===== src/hdl/srpl_pkg.sv =====
// ----------------------------------------------------------------------------
// srpl_pkg
// Shared types and constants for the streaming find-and-replace block.
// ----------------------------------------------------------------------------
package srpl_pkg;

	// Default window depth (longest pattern)
	localparam int MAX_PATTERN_BYTES_DEF = 8;

	// A job carries at most eight result bytes
	localparam int JOB_BYTES = 8;
	localparam int JOB_IDX_W = $clog2(JOB_BYTES);

	// Depth of the queue between front and back
	localparam int QUEUE_DEPTH = 4;

	localparam int CFG_IDX_W = 3;

	typedef enum logic [CFG_IDX_W-1:0] {
		REG_PATTERN_BYTES      = 3'd0,
		REG_PATTERN_LENGTH     = 3'd1,
		REG_REPLACEMENT_BYTES  = 3'd2,
		REG_REPLACEMENT_LENGTH = 3'd3,
		REG_MATCH_CASE         = 3'd4
	} cfg_reg_t;

	typedef struct packed {
		logic [63:0] pattern_bytes;
		logic [3:0]  pattern_length;
		logic [63:0] replacement_bytes;
		logic [3:0]  replacement_length;
		logic        match_case;
	} cfg_t;

	// One input item's worth of results, byte 0 emitted first
	typedef struct packed {
		logic [JOB_BYTES-1:0][7:0] data;
		logic [JOB_IDX_W-1:0]      last_idx;   // number of results minus one
		logic                      byte_valid; // 0 for the end-only marker
		logic                      text_end;
	} job_t;

endpackage


===== src/hdl/srpl_front.sv =====
// ----------------------------------------------------------------------------
// srpl_front
// Window, pattern compare, job build; one input per cycle unless queue full.
// ----------------------------------------------------------------------------
module srpl_front
	import srpl_pkg::*;
#(
	parameter int MAX_PATTERN_BYTES = MAX_PATTERN_BYTES_DEF
) (
	input  logic       clk,
	input  logic       arst_n,
	input  cfg_t       cfg,
	input  logic       in_valid,
	output logic       in_ready,
	input  logic [7:0] in_byte,
	input  logic       in_final,
	input  logic       q_full,
	output logic       push,
	output job_t       job
);

	localparam int W     = MAX_PATTERN_BYTES;
	localparam int CNT_W = $clog2(W + 1);

	logic [W-1:0][7:0] win_q;
	logic [CNT_W-1:0]  cnt_q;

	logic [W-1:0][7:0] wn;
	logic [W-1:0][7:0] win_shift;
	logic [CNT_W-1:0]  c, cp, len, e;
	logic [3:0]        rlen, job_n;
	logic              match, accept;

	function automatic logic [7:0] fold(input logic [7:0] ch, input logic exact);
		if (!exact && ch >= 8'h61 && ch <= 8'h7a)
			return ch - 8'd32;
		return ch;
	endfunction

	assign in_ready = !q_full;
	assign accept   = in_valid && in_ready;

	always_comb begin
		// clamp lengths
		if (cfg.pattern_length > 4'(W))
			len = CNT_W'(W);
		else
			len = cfg.pattern_length[CNT_W-1:0];
		rlen = (cfg.replacement_length > 4'd8) ? 4'd8 : cfg.replacement_length;

		c  = (cnt_q > CNT_W'(W - 1)) ? CNT_W'(W - 1) : cnt_q;
		cp = c + 1'b1;

		for (int i = 0; i < W; i++)
			wn[i] = (c == CNT_W'(i)) ? in_byte : win_q[i];

		match = (len != '0) && (cp == len);
		for (int i = 0; i < W; i++) begin
			if (CNT_W'(i) < len &&
			    fold(wn[i], cfg.match_case) !=
			    fold(cfg.pattern_bytes[8*i +: 8], cfg.match_case))
				match = 1'b0;
		end

		// bytes leaving the window when no match is taken
		if (len == '0)
			e = cp;
		else if (cp >= len)
			e = cp - len + 1'b1;
		else
			e = '0;

		win_shift = wn >> {e, 3'b000};

		job          = '0;
		job.text_end = in_final;
		job.byte_valid = 1'b1;
		if (match) begin
			job.data = cfg.replacement_bytes;
			job_n    = rlen;
			if (in_final && rlen == 4'd0) begin
				job.data       = '0;
				job.byte_valid = 1'b0;
				job_n          = 4'd1;
			end
		end else begin
			for (int i = 0; i < W; i++)
				job.data[i] = wn[i];
			job_n = in_final ? 4'(cp) : 4'(e);
		end
		job.last_idx = JOB_IDX_W'(job_n - 4'd1);
		push         = accept && (job_n != 4'd0);
	end

	always_ff @(posedge clk or negedge arst_n) begin
		if (!arst_n) begin
			win_q <= '0;
			cnt_q <= '0;
		end else if (accept) begin
			if (match || in_final) begin
				win_q <= '0;
				cnt_q <= '0;
			end else begin
				win_q <= win_shift;
				cnt_q <= cp - e;
			end
		end
	end

endmodule


===== src/hdl/srpl_queue.sv =====
// ----------------------------------------------------------------------------
// srpl_queue
// Short job queue between front and back.
// ----------------------------------------------------------------------------
module srpl_queue
	import srpl_pkg::*;
#(
	parameter int DEPTH = QUEUE_DEPTH
) (
	input  logic clk,
	input  logic arst_n,
	input  logic push,
	input  job_t push_job,
	output logic full,
	input  logic pop,
	output job_t head,
	output logic head_valid
);

	localparam int PTR_W = (DEPTH > 1) ? $clog2(DEPTH) : 1;
	localparam int CNT_W = $clog2(DEPTH + 1);

	job_t             entry_q [DEPTH];
	logic [PTR_W-1:0] wr_ptr_q, rd_ptr_q;
	logic [CNT_W-1:0] cnt_q;

	assign full       = (cnt_q == CNT_W'(DEPTH));
	assign head_valid = (cnt_q != '0);
	assign head       = entry_q[rd_ptr_q];

	always_ff @(posedge clk) begin
		if (push)
			entry_q[wr_ptr_q] <= push_job;
	end

	always_ff @(posedge clk or negedge arst_n) begin
		if (!arst_n) begin
			wr_ptr_q <= '0;
			rd_ptr_q <= '0;
			cnt_q    <= '0;
		end else begin
			if (push)
				wr_ptr_q <= (wr_ptr_q == PTR_W'(DEPTH - 1)) ? '0 : wr_ptr_q + 1'b1;
			if (pop)
				rd_ptr_q <= (rd_ptr_q == PTR_W'(DEPTH - 1)) ? '0 : rd_ptr_q + 1'b1;
			if (push && !pop)
				cnt_q <= cnt_q + 1'b1;
			else if (pop && !push)
				cnt_q <= cnt_q - 1'b1;
		end
	end

endmodule


===== src/hdl/srpl_back.sv =====
// ----------------------------------------------------------------------------
// srpl_back
// Unrolls a job into result transactions through an output register.
// ----------------------------------------------------------------------------
module srpl_back
	import srpl_pkg::*;
(
	input  logic       clk,
	input  logic       arst_n,
	input  job_t       head,
	input  logic       head_valid,
	output logic       pop,
	output logic       out_valid,
	input  logic       out_ready,
	output logic [7:0] out_byte,
	output logic       byte_valid,
	output logic       run_last,
	output logic       text_end
);

	logic [JOB_IDX_W-1:0] idx_q;
	logic                 out_valid_q;
	logic [7:0]           out_byte_q;
	logic                 byte_valid_q, run_last_q, text_end_q;
	logic                 load, last;

	assign load = head_valid && (!out_valid_q || out_ready);
	assign last = (idx_q == head.last_idx);
	assign pop  = load && last;

	assign out_valid  = out_valid_q;
	assign out_byte   = out_byte_q;
	assign byte_valid = byte_valid_q;
	assign run_last   = run_last_q;
	assign text_end   = text_end_q;

	always_ff @(posedge clk) begin
		if (load) begin
			out_byte_q   <= head.data[idx_q];
			byte_valid_q <= head.byte_valid;
			run_last_q   <= last;
			text_end_q   <= last && head.text_end;
		end
	end

	always_ff @(posedge clk or negedge arst_n) begin
		if (!arst_n) begin
			idx_q       <= '0;
			out_valid_q <= 1'b0;
		end else begin
			if (load) begin
				idx_q       <= last ? '0 : idx_q + 1'b1;
				out_valid_q <= 1'b1;
			end else if (out_ready) begin
				out_valid_q <= 1'b0;
			end
		end
	end

endmodule


===== src/hdl/stream_replace_all.sv =====
// ----------------------------------------------------------------------------
// stream_replace_all
// Streaming find-and-replace-all over a byte text.
// ----------------------------------------------------------------------------
// Text bytes come in one per transaction on s_axis, tlast on the final byte
// of a text. Every leftmost, non-overlapping occurrence of the pattern
// (1..MAX_PATTERN_BYTES bytes, exact or ASCII case-folded compare) is
// replaced by the replacement (0..8 bytes); other bytes pass unchanged and
// in order. The front takes one input transaction per cycle whenever the
// four-entry job queue has room, so input and output stall independently.
// The back issues one result transaction per cycle from its output
// register while m_axis_tready allows, so an input byte that yields k
// results holds the back for k result transactions, a limit set by the
// single output port. Bytes are delayed while they may still start a match
// (up to pattern length minus one bytes). A final byte flushes the window;
// if a text ends with nothing left to emit (a match deleted by an empty
// replacement), one end-only result with tuser[0] low is sent. tlast on
// m_axis marks the end of the rewritten text. Configuration writes are
// accepted every cycle and must only be issued while the block is idle.
// ----------------------------------------------------------------------------
module stream_replace_all
	import srpl_pkg::*;
#(
	parameter int MAX_PATTERN_BYTES = MAX_PATTERN_BYTES_DEF
) (
	input  logic                 clk,
	input  logic                 arst_n,

	// configuration write channel
	input  logic                 cfg_valid,
	output logic                 cfg_ready,
	input  logic [CFG_IDX_W-1:0] cfg_index,
	input  logic [63:0]          cfg_data,

	// input text
	input  logic                 s_axis_tvalid,
	output logic                 s_axis_tready,
	input  logic [7:0]           s_axis_tdata,  // [7:0] text_byte
	input  logic                 s_axis_tlast,  // final_byte

	// rewritten text
	output logic                 m_axis_tvalid,
	input  logic                 m_axis_tready,
	output logic [7:0]           m_axis_tdata,  // [7:0] out_byte
	output logic [1:0]           m_axis_tuser,  // [0] byte_valid, [1] run_last
	output logic                 m_axis_tlast   // text_end
);

	cfg_t cfg_q;
	job_t push_job, head;
	logic push, q_full, pop, head_valid;
	logic byte_valid, run_last;

	// Register bank: always ready, index out of range ignored
	assign cfg_ready = 1'b1;

	always_ff @(posedge clk or negedge arst_n) begin
		if (!arst_n) begin
			cfg_q.pattern_bytes      <= '0;
			cfg_q.pattern_length     <= 4'd1;
			cfg_q.replacement_bytes  <= '0;
			cfg_q.replacement_length <= 4'd0;
			cfg_q.match_case         <= 1'b1;
		end else if (cfg_valid && cfg_ready) begin
			case (cfg_reg_t'(cfg_index))
				REG_PATTERN_BYTES:      cfg_q.pattern_bytes      <= cfg_data;
				REG_PATTERN_LENGTH:     cfg_q.pattern_length     <= cfg_data[3:0];
				REG_REPLACEMENT_BYTES:  cfg_q.replacement_bytes  <= cfg_data;
				REG_REPLACEMENT_LENGTH: cfg_q.replacement_length <= cfg_data[3:0];
				REG_MATCH_CASE:         cfg_q.match_case         <= cfg_data[0];
				default: ;
			endcase
		end
	end

	// Front: window update and match, builds at most one job per input transaction
	srpl_front #(
		.MAX_PATTERN_BYTES(MAX_PATTERN_BYTES)
	) u_front (
		.clk      (clk),
		.arst_n   (arst_n),
		.cfg      (cfg_q),
		.in_valid (s_axis_tvalid),
		.in_ready (s_axis_tready),
		.in_byte  (s_axis_tdata),
		.in_final (s_axis_tlast),
		.q_full   (q_full),
		.push     (push),
		.job      (push_job)
	);

	srpl_queue #(
		.DEPTH(QUEUE_DEPTH)
	) u_queue (
		.clk        (clk),
		.arst_n     (arst_n),
		.push       (push),
		.push_job   (push_job),
		.full       (q_full),
		.pop        (pop),
		.head       (head),
		.head_valid (head_valid)
	);

	// Back: one result transaction per cycle while a job is queued and m_axis is ready
	srpl_back u_back (
		.clk        (clk),
		.arst_n     (arst_n),
		.head       (head),
		.head_valid (head_valid),
		.pop        (pop),
		.out_valid  (m_axis_tvalid),
		.out_ready  (m_axis_tready),
		.out_byte   (m_axis_tdata),
		.byte_valid (byte_valid),
		.run_last   (run_last),
		.text_end   (m_axis_tlast)
	);

	assign m_axis_tuser = {run_last, byte_valid};

endmodule

===== config.mk =====
export PLATFORM = sky130hd
export DESIGN_NAME = stream_replace_all
export DESIGN_NICKNAME = d
export VERILOG_FILES = /design/src/hdl/srpl_pkg.sv /design/src/hdl/srpl_front.sv /design/src/hdl/srpl_queue.sv /design/src/hdl/srpl_back.sv /design/src/hdl/stream_replace_all.sv
export SDC_FILE = /design/constraint.sdc
export NUM_CORES = 1
export LEC_CHECK = 0
export BUFFER_PORTS_ARGS = -buffer_cell sky130_fd_sc_hd__buf_4
export CORE_MARGIN = 2
export CORE_UTILIZATION = 62
export CTS_CLUSTER_DIAMETER = 200
export DETAILED_ROUTE_END_ITERATION = 10
export MAX_ROUTING_LAYER = met4
export PLACE_DENSITY = 0.8
export SYNTH_ARGS = -nofsm -noshare
export SYNTH_HDL_FRONTEND = slang
export SYNTH_HIERARCHICAL = 1
export SYNTH_SLANG_ARGS = --single-unit

===== constraint.sdc =====
create_clock -name clk -period 18.7 [get_ports clk]
set_input_delay 0.935 -clock clk [delete_from_list [all_inputs] [get_ports clk]]
set_output_delay 0.935 -clock clk [all_outputs]
set_load 0.01 [all_outputs]

==> summary.txt, run 1 <==
Setup TNS: 0 ps
Final worst path period share: 43.9%
All-Layer GR Usage: 35.8%
Slew @ Worst Pin: 1140 ps
Fin. max-slew vios: 0
Max VDD drop: 0.218 mV
CP required: 18,920 ps
Setup Viol. Count Final: 0
Xor/xnor cell area share of the yosys netlist: 2.91%
CTS tree: yes
Fin. Hold Viols: 0
Hold-fix buffers, CTS: 0
Dpl cell area: 27,200 µm²
Post-Syn Instances: 1,957
Post-Syn Area: 26,400 µm²
R2R Path End: u_queue/entry_q[0][45]
Sequential area share after synthesis: 53.1%
Drt initial violations: 2,323
Die Width: 210 µm
Worst Setup Path Type: register to register
Post-layout minimum cycle time: 8200 ps
Reg2reg start: u_front/cnt_q[3]
Area grow syn2layout: 10.0%
Fmax: 122 MHz
R2R depth: 18
Sequential share of power: 32.3%
Vias in the first global route: 17,300
Number of synthesized register bits: 503
Vias: 17,500
Longest Clk Path Bufs: 3
Post-CTS sizing: 0
Final clock skew: 16.5 ps
Crit path launch type: register
Routed length per placed instance: 29.4 µm
Pre-CTS setup slack: 10,790 ps
Placer congestion estimate: 1.03
Rel. slew slack: 24.0%
Synth Area in Simple Gates: 8.59%
Final Cell Area: 29,000 µm²
CTS Sinks: 503
Worst Path Arrival: 8420 ps
Worst setup path end: u_queue/entry_q[0][45]
CP max stage delay: 870 ps
First-pass iteration count of the detailed router: 6
Final worst-path setup slack: 10,500 ps
Clk root buf: clkbuf_16
Post-CTS Setup Inserts: 0
Port buffer count: 93
Antenna-violating nets left: 0
Post-layout net count: 2,138
Largest family of logic cells by synthesized area: multiplexers
IO Count: 95
Post-Synth Adder-Cell Area: 2.10%
Lkg Pwr: 11.4 nW
Synth Warn #: 6
Worst skew pair latency: 600 ps
Mux share of post-synthesis cell area: 21.8%
PD cells: 193 nW/µm²
Internal: 3.26 mW
Ordered list of cells on the worst path: nor2_1 > inv_1 > ha_1 > nor3b_2 > mux2i_1 > o2111ai_1 > o311a_1 > a21oi_2 > xnor2_1 > nor4_4 > a21boi_2 > or3_1 > mux2i_1 > ha_1 > o2111a_1 > a211oi_2 > and2_2 > buf_4
Clock share of power: 19.6%
Core Area: 41,900 µm²
Chip Height: 210 µm
Initial core utilization: 62.9%
Syn avg cell area: 13.5 µm²
# rows: 75
P_sw: 2.34 mW
Initial antenna violation count: 2
Comb power frac: 48.0%
CP max-delay cell: nor3b_2
Hold_ws: 321 ps
Net switching fraction of the power: 41.8%
Compound-Gate Fraction of Synth Area: 7.56%
Hold WC Path Type: input pin to async pin
Synth Flop Type: edfxtp_1
Total Routed Length: 76,300 µm
# DRC: 0
Largest net degree at the start of global routing: 86
Syn nets: 2,080
First-pass GRT wire length: 112,000 µm
Reg2Reg Setup Slack: 10,500 ps
Filler cells: 2,819
Vias/cell: 6.76
Critical Path Start: u_front/cnt_q[3]
Clk pin slew, worst setup/hold paths: 60 ps
Final Core Density: 69.2%
Grt ovf: 0
Overall die area: 44,200 µm²
Async SR Flop Fraction: 42.9%
Dpl hpwl: 52,000 µm
Unique masters post-synth: 89
RSZ-0062 raised after global routing: no
Share of layout cells above drive strength 1: 24.2%
Htree depth: 2
CTS buffer count: 50
Post-synth EDFFs: 287
Status: finished clean
Max Cap Violations: 0
Crit. End Element: register
Crit path max fanout: 60
-- placed cells by master (no fill, tap or decap), types with 50 or more instances in the layout --
cell	instances
buf_4	125
nor2_1	64
xnor2_1	58
mux2i_1	141
a21oi_1	55
edfxtp_1	287
clkbuf_16	50
mux4_2	76
nand2_1	248
dfrtp_1	212
mux2_4	128
-- power by group through the flow --
stage                     clock network (mW)  registers, mW  logic, mW
after detailed placement                   0           1.82       2.60
after floorplan                            0           1.72       1.86
after global routing                    1.15           1.84       2.83
after global placement                     0           1.80       2.55
after CTS                               1.11           1.81       2.62
final                                   1.10           1.81       2.69
-- registers in the layout, indices dropped and copies added (netlist names) --
| register | count |
|---|---|
| u_back/out_byte | 8 |
| cfg_q | 137 |
| u_back/out_valid | 1 |
| u_back/text_end | 1 |
| u_queue/rd_ptr_q | 2 |
| u_front/cnt_q | 4 |
| u_back/idx_q | 3 |
| u_back/byte_valid | 1 |
| u_queue/wr_ptr_q | 2 |
| u_queue/cnt_q | 3 |
| u_front/win_q | 64 |
| u_queue/entry_q | 276 |
| u_back/run_last | 1 |
-- area by class of cell --
type	count	area (µm²)	area share, %
Antenna cell	1	2.50	0.00862
Clock buffer	66	1370	4.72
Clock inverter	26	432	1.49
Inverter	49	184	0.633
Multi-Input combinational cell	1285	11400	39.2
Sequential cell	503	14000	48.3
Tap cell	539	674	2.32
Timing Repair Buffer	126	953	3.28
-- metrics by stage --
| stage | power, mW | std cells |
|---|---|---|
| detailed placement | 4.42 | 2502 |
| CTS | 5.54 | 2594 |
| finish | 5.60 | 2595 |
| global placement | 4.35 | 2502 |
| floorplan | 3.58 | 1957 |
| global route | 5.82 | 2595 |
-- worst min path at each step --
stage / endpoint / depth (start not counted) / start
after global routing: u_back/out_valid / 1 / arst_n
final: u_queue/rd_ptr_q[0] / 1 / arst_n
after CTS: u_back/idx_q[0] / 1 / arst_n
after detailed placement: u_front/win_q[53] / 2 / u_front/win_q[53]
after floorplan: u_front/win_q[26] / 2 / u_front/win_q[26]
after global placement: u_front/win_q[54] / 2 / u_front/win_q[54]
-- Yosys cell counts (all sizes together), types with 23 or more instances --
cell type | number | area (µm²)
nand2 | 250 | 938
xor2 | 24 | 210
a211oi | 23 | 183
nor2 | 64 | 240
dfrtp | 214 | 5360
xnor2 | 61 | 557
nand3 | 37 | 185
buf | 67 | 644
ha | 38 | 475
inv | 48 | 180
mux4 | 85 | 1950
mux2 | 162 | 2300
nor3 | 27 | 150
edfxtp | 287 | 8620
o21ai | 58 | 302
a21oi | 57 | 293
clkbuf | 53 | 199
o31ai | 49 | 378
mux2i | 146 | 1500
-- cells by family after synthesis --
| group | count (synthesis) |
|---|---|
| and+or+nand+nor | 476 |
| AOI/OAI and AO/OA | 288 |
| DFF | 503 |
| xor gates and xnor gates | 85 |
| adders and majority gates | 42 |
| other | 1 |
| buffers and inverters | 169 |
| muxes | 393 |
-- critical path, delay by kind of cell (launching register included) --
family                     cells  cell delay [ps]
AOI/OAI and AO/OA              6             1560
adders and majority gates      2              590
and+or+nand+nor                5             2640
xor gates and xnor gates       1              120
buffers and inverters          2              960
muxes                          2             1160
DFF                            1              710
-- layer usage --
metal	part of all wire, %	global-route usage [%]
met5	0	-
met4	3.7	13.5
met3	8.7	4.87
met2	47	54.2
met1	41	50.0
(Power assumes the default switching activity.)
==> inputs of run 2 (changes only) <==
--- a/config.mk
+++ b/config.mk
@@ -7,11 +7,11 @@
 export LEC_CHECK = 0
 export BUFFER_PORTS_ARGS = -buffer_cell sky130_fd_sc_hd__buf_4
 export CORE_MARGIN = 2
-export CORE_UTILIZATION = 62
+export CORE_UTILIZATION = 57
 export CTS_CLUSTER_DIAMETER = 200
 export DETAILED_ROUTE_END_ITERATION = 10
 export MAX_ROUTING_LAYER = met4
-export PLACE_DENSITY = 0.8
+export PLACE_DENSITY = 0.77
 export SYNTH_ARGS = -nofsm -noshare
 export SYNTH_HDL_FRONTEND = slang
 export SYNTH_HIERARCHICAL = 1
==> constraint.sdc (replaced) <==
create_clock -name clk -period 7.23 [get_ports clk]
set_input_delay 0.3615 -clock clk [delete_from_list [all_inputs] [get_ports clk]]
set_output_delay 0.3615 -clock clk [all_outputs]
set_load 0.01 [all_outputs]
==> summary.txt, run 2 (synthesis gave the netlist of run 1 again) <==
Status: finished clean
Max VDD drop: 0.597 mV
Filler cells: 3,266
Lkg Pwr: 11.7 nW
RSZ-0062 raised after global routing: no
Setup TNS: 0 ps
Worst Setup Path Type: register to register
Final worst path period share: 93.1%
Overall die area: 48,000 µm²
Dpl cell area: 27,600 µm²
Vias: 17,500
Die Width: 219 µm
Placed cell count: 2,592
Crit path launch type: register
Port buffer count: 93
Clk root buf: clkbuf_16
Post-CTS Setup Inserts: 0
CP required: 7740 ps
# rows: 78
Largest regs: u_queue/entry_q: 276 flops, cfg_q: 137 flops, u_front/win_q: 64 flops
Cell mode on critical path: ha_1
Largest net degree at the start of global routing: 88
Longest Clk Path Bufs: 3
Core Area: 45,600 µm²
Antenna diodes: 0
Crit. End Element: register
CP max stage delay: 540 ps
Initial antenna violation count: 0
Rel. slew slack: 27.6%
Finished Layout Cells: 2,724
Routed length per placed instance: 27.4 µm
Worst Path Arrival: 7250 ps
First-pass GRT wire length: 112,000 µm
Fmax: 149 MHz
CP max-delay cell: mux2i_1
Ordered list of cells on the worst path: nor2_1 > inv_1 > ha_1 > o21ai_2 > mux2i_1 > ha_1 > a31oi_1 > xnor2_1 > nor4_1 > and4b_1 > and4b_1 > a21oi_2 > or3_1 > mux2i_1 > ha_1 > o2111a_1 > a211oi_2 > buf_4 > ha_1 > inv_1 > fa_1 > xor2_1 > nor2_1 > xor2_1
Power consumption: 14.3 mW
Most flops, register: u_queue/entry_q
Max reg flops: 276
Hold WC Path Type: input pin to register
Vias in the first global route: 17,800
Area grow syn2layout: 12.3%
Worst skew pair latency: 610 ps
PD cells: 481 nW/µm²
Grt ovf: 0
Fin. Hold Viols: 0
Commonest non-fill, non-tap cells in the layout: edfxtp_1, nand2_1, dfrtp_1
Share of layout cells above drive strength 1: 24.8%
Post-layout minimum cycle time: 6730 ps
Commonest non-fill, non-tap cell in the layout: edfxtp_1
Vias/cell: 6.43
IO Count: 95
All-Layer GR Usage: 32.7%
Max Cap Violations: 0
Dpl hpwl: 50,800 µm
Crit path max fanout: 14
Antenna-violating nets left: 0
Slew @ Worst Pin: 1080 ps
Fin. max-slew vios: 0
Initial core utilization: 57.9%
Clk pin slew, worst setup/hold paths: 60 ps
Post-layout net count: 2,207
Setup Viol. Count Final: 0
Drt initial violations: 2,004
Final Cell Area: 29,700 µm²
Total Routed Length: 74,600 µm
# DRC: 0
First-pass iteration count of the detailed router: 7
CTS Sinks: 503
CTS buffer count: 51
Placer congestion estimate: 0.973
Htree depth: 2
Chip Height: 219 µm
Hold_ws: 21.2 ps
Final clock skew: 30.0 ps
CTS tree: yes
==> run 2: cell types whose count changed in the layout (fill, tap and decap cells not counted), sizes merged <==
cell,before,now
inv,51,48
bufinv,10,3
clkbuf,66,74
dlygate4sd3,0,39
buf,126,155
clkinvlp,3,1
diode,1,0
clkinv,11,16
==> run 2: critical path, delay by kind of cell (launching register included) <==
family                   cells  cell delay, ps
flip-flops                   1             390
adder cells (fa/ha/maj)      5            1480
multiplexers                 2             730
buffers and inverters        3             480
XOR/XNOR                     3             400
AO/OA/AOI/OAI                5            1150
AND/OR/NAND/NOR              6            1980
==> run 2: final timing paths <==
check	depth (start not counted)	startpoint	end	slack, ps
setup / recovery	24	u_front/cnt_q[0]	u_queue/cnt_q[2]	500
hold / removal	2	cfg_data[23]	cfg_q[96]	20
setup reg to reg	24	u_front/cnt_q[0]	u_queue/cnt_q[2]	500
hold reg to reg	2	u_front/win_q[53]	u_front/win_q[53]	490
max in group asynchronous	3	arst_n	u_front/win_q[22]	5380
min in group asynchronous	2	arst_n	u_back/idx_q[2]	330
==> run 2: final cells by class <==
cell class | instances | area, µm² | area share [%]
tap | 600 | 751 | 2.53
inverter | 49 | 184 | 0.620
clock buffer | 74 | 1470 | 4.97
clock inverter | 19 | 195 | 0.658
timing repair buffer | 194 | 1620 | 5.48
multi-input combinational | 1285 | 11400 | 38.4
sequential | 503 | 14000 | 47.3
==> run 2: per-stage QoR <==
stage	worst slack, ps	utilization (%)
2_1_floorplan	42.8	-
3_3_place_gp	675	60.5
3_5_place_dp	450	60.5
4_1_cts	436	65.0
5_1_grt	101	65.1
6_report	497	65.1
==> run 2: layer usage <==
metal / up-vias / track usage [%] / part of all wire, %
met3: 162 / 6.08 / 8.2
li1: 7611 / - / -
met4: 0 / 10.0 / 3.1
met5: - / - / 0
met1: 8910 / 44.3 / 41
met2: 830 / 50.6 / 48
==> run 2: timing repair <==
item                                   in CTS  in global routing
gates resized for setup                     0                  2
setup endpoints to repair                   0                  1
endpoints found under the hold margin     136                  0
hold buffers                               39                  0
==> run 2: where the power goes <==
part | internal [mW] | total (mW) | switching (mW)
Clock | 1.52 | 2.63 | 1.11
Combinational | 2.73 | 6.95 | 4.22
Sequential | 4.11 | 4.68 | 0.573
Total | 8.36 | 14.3 | 5.90
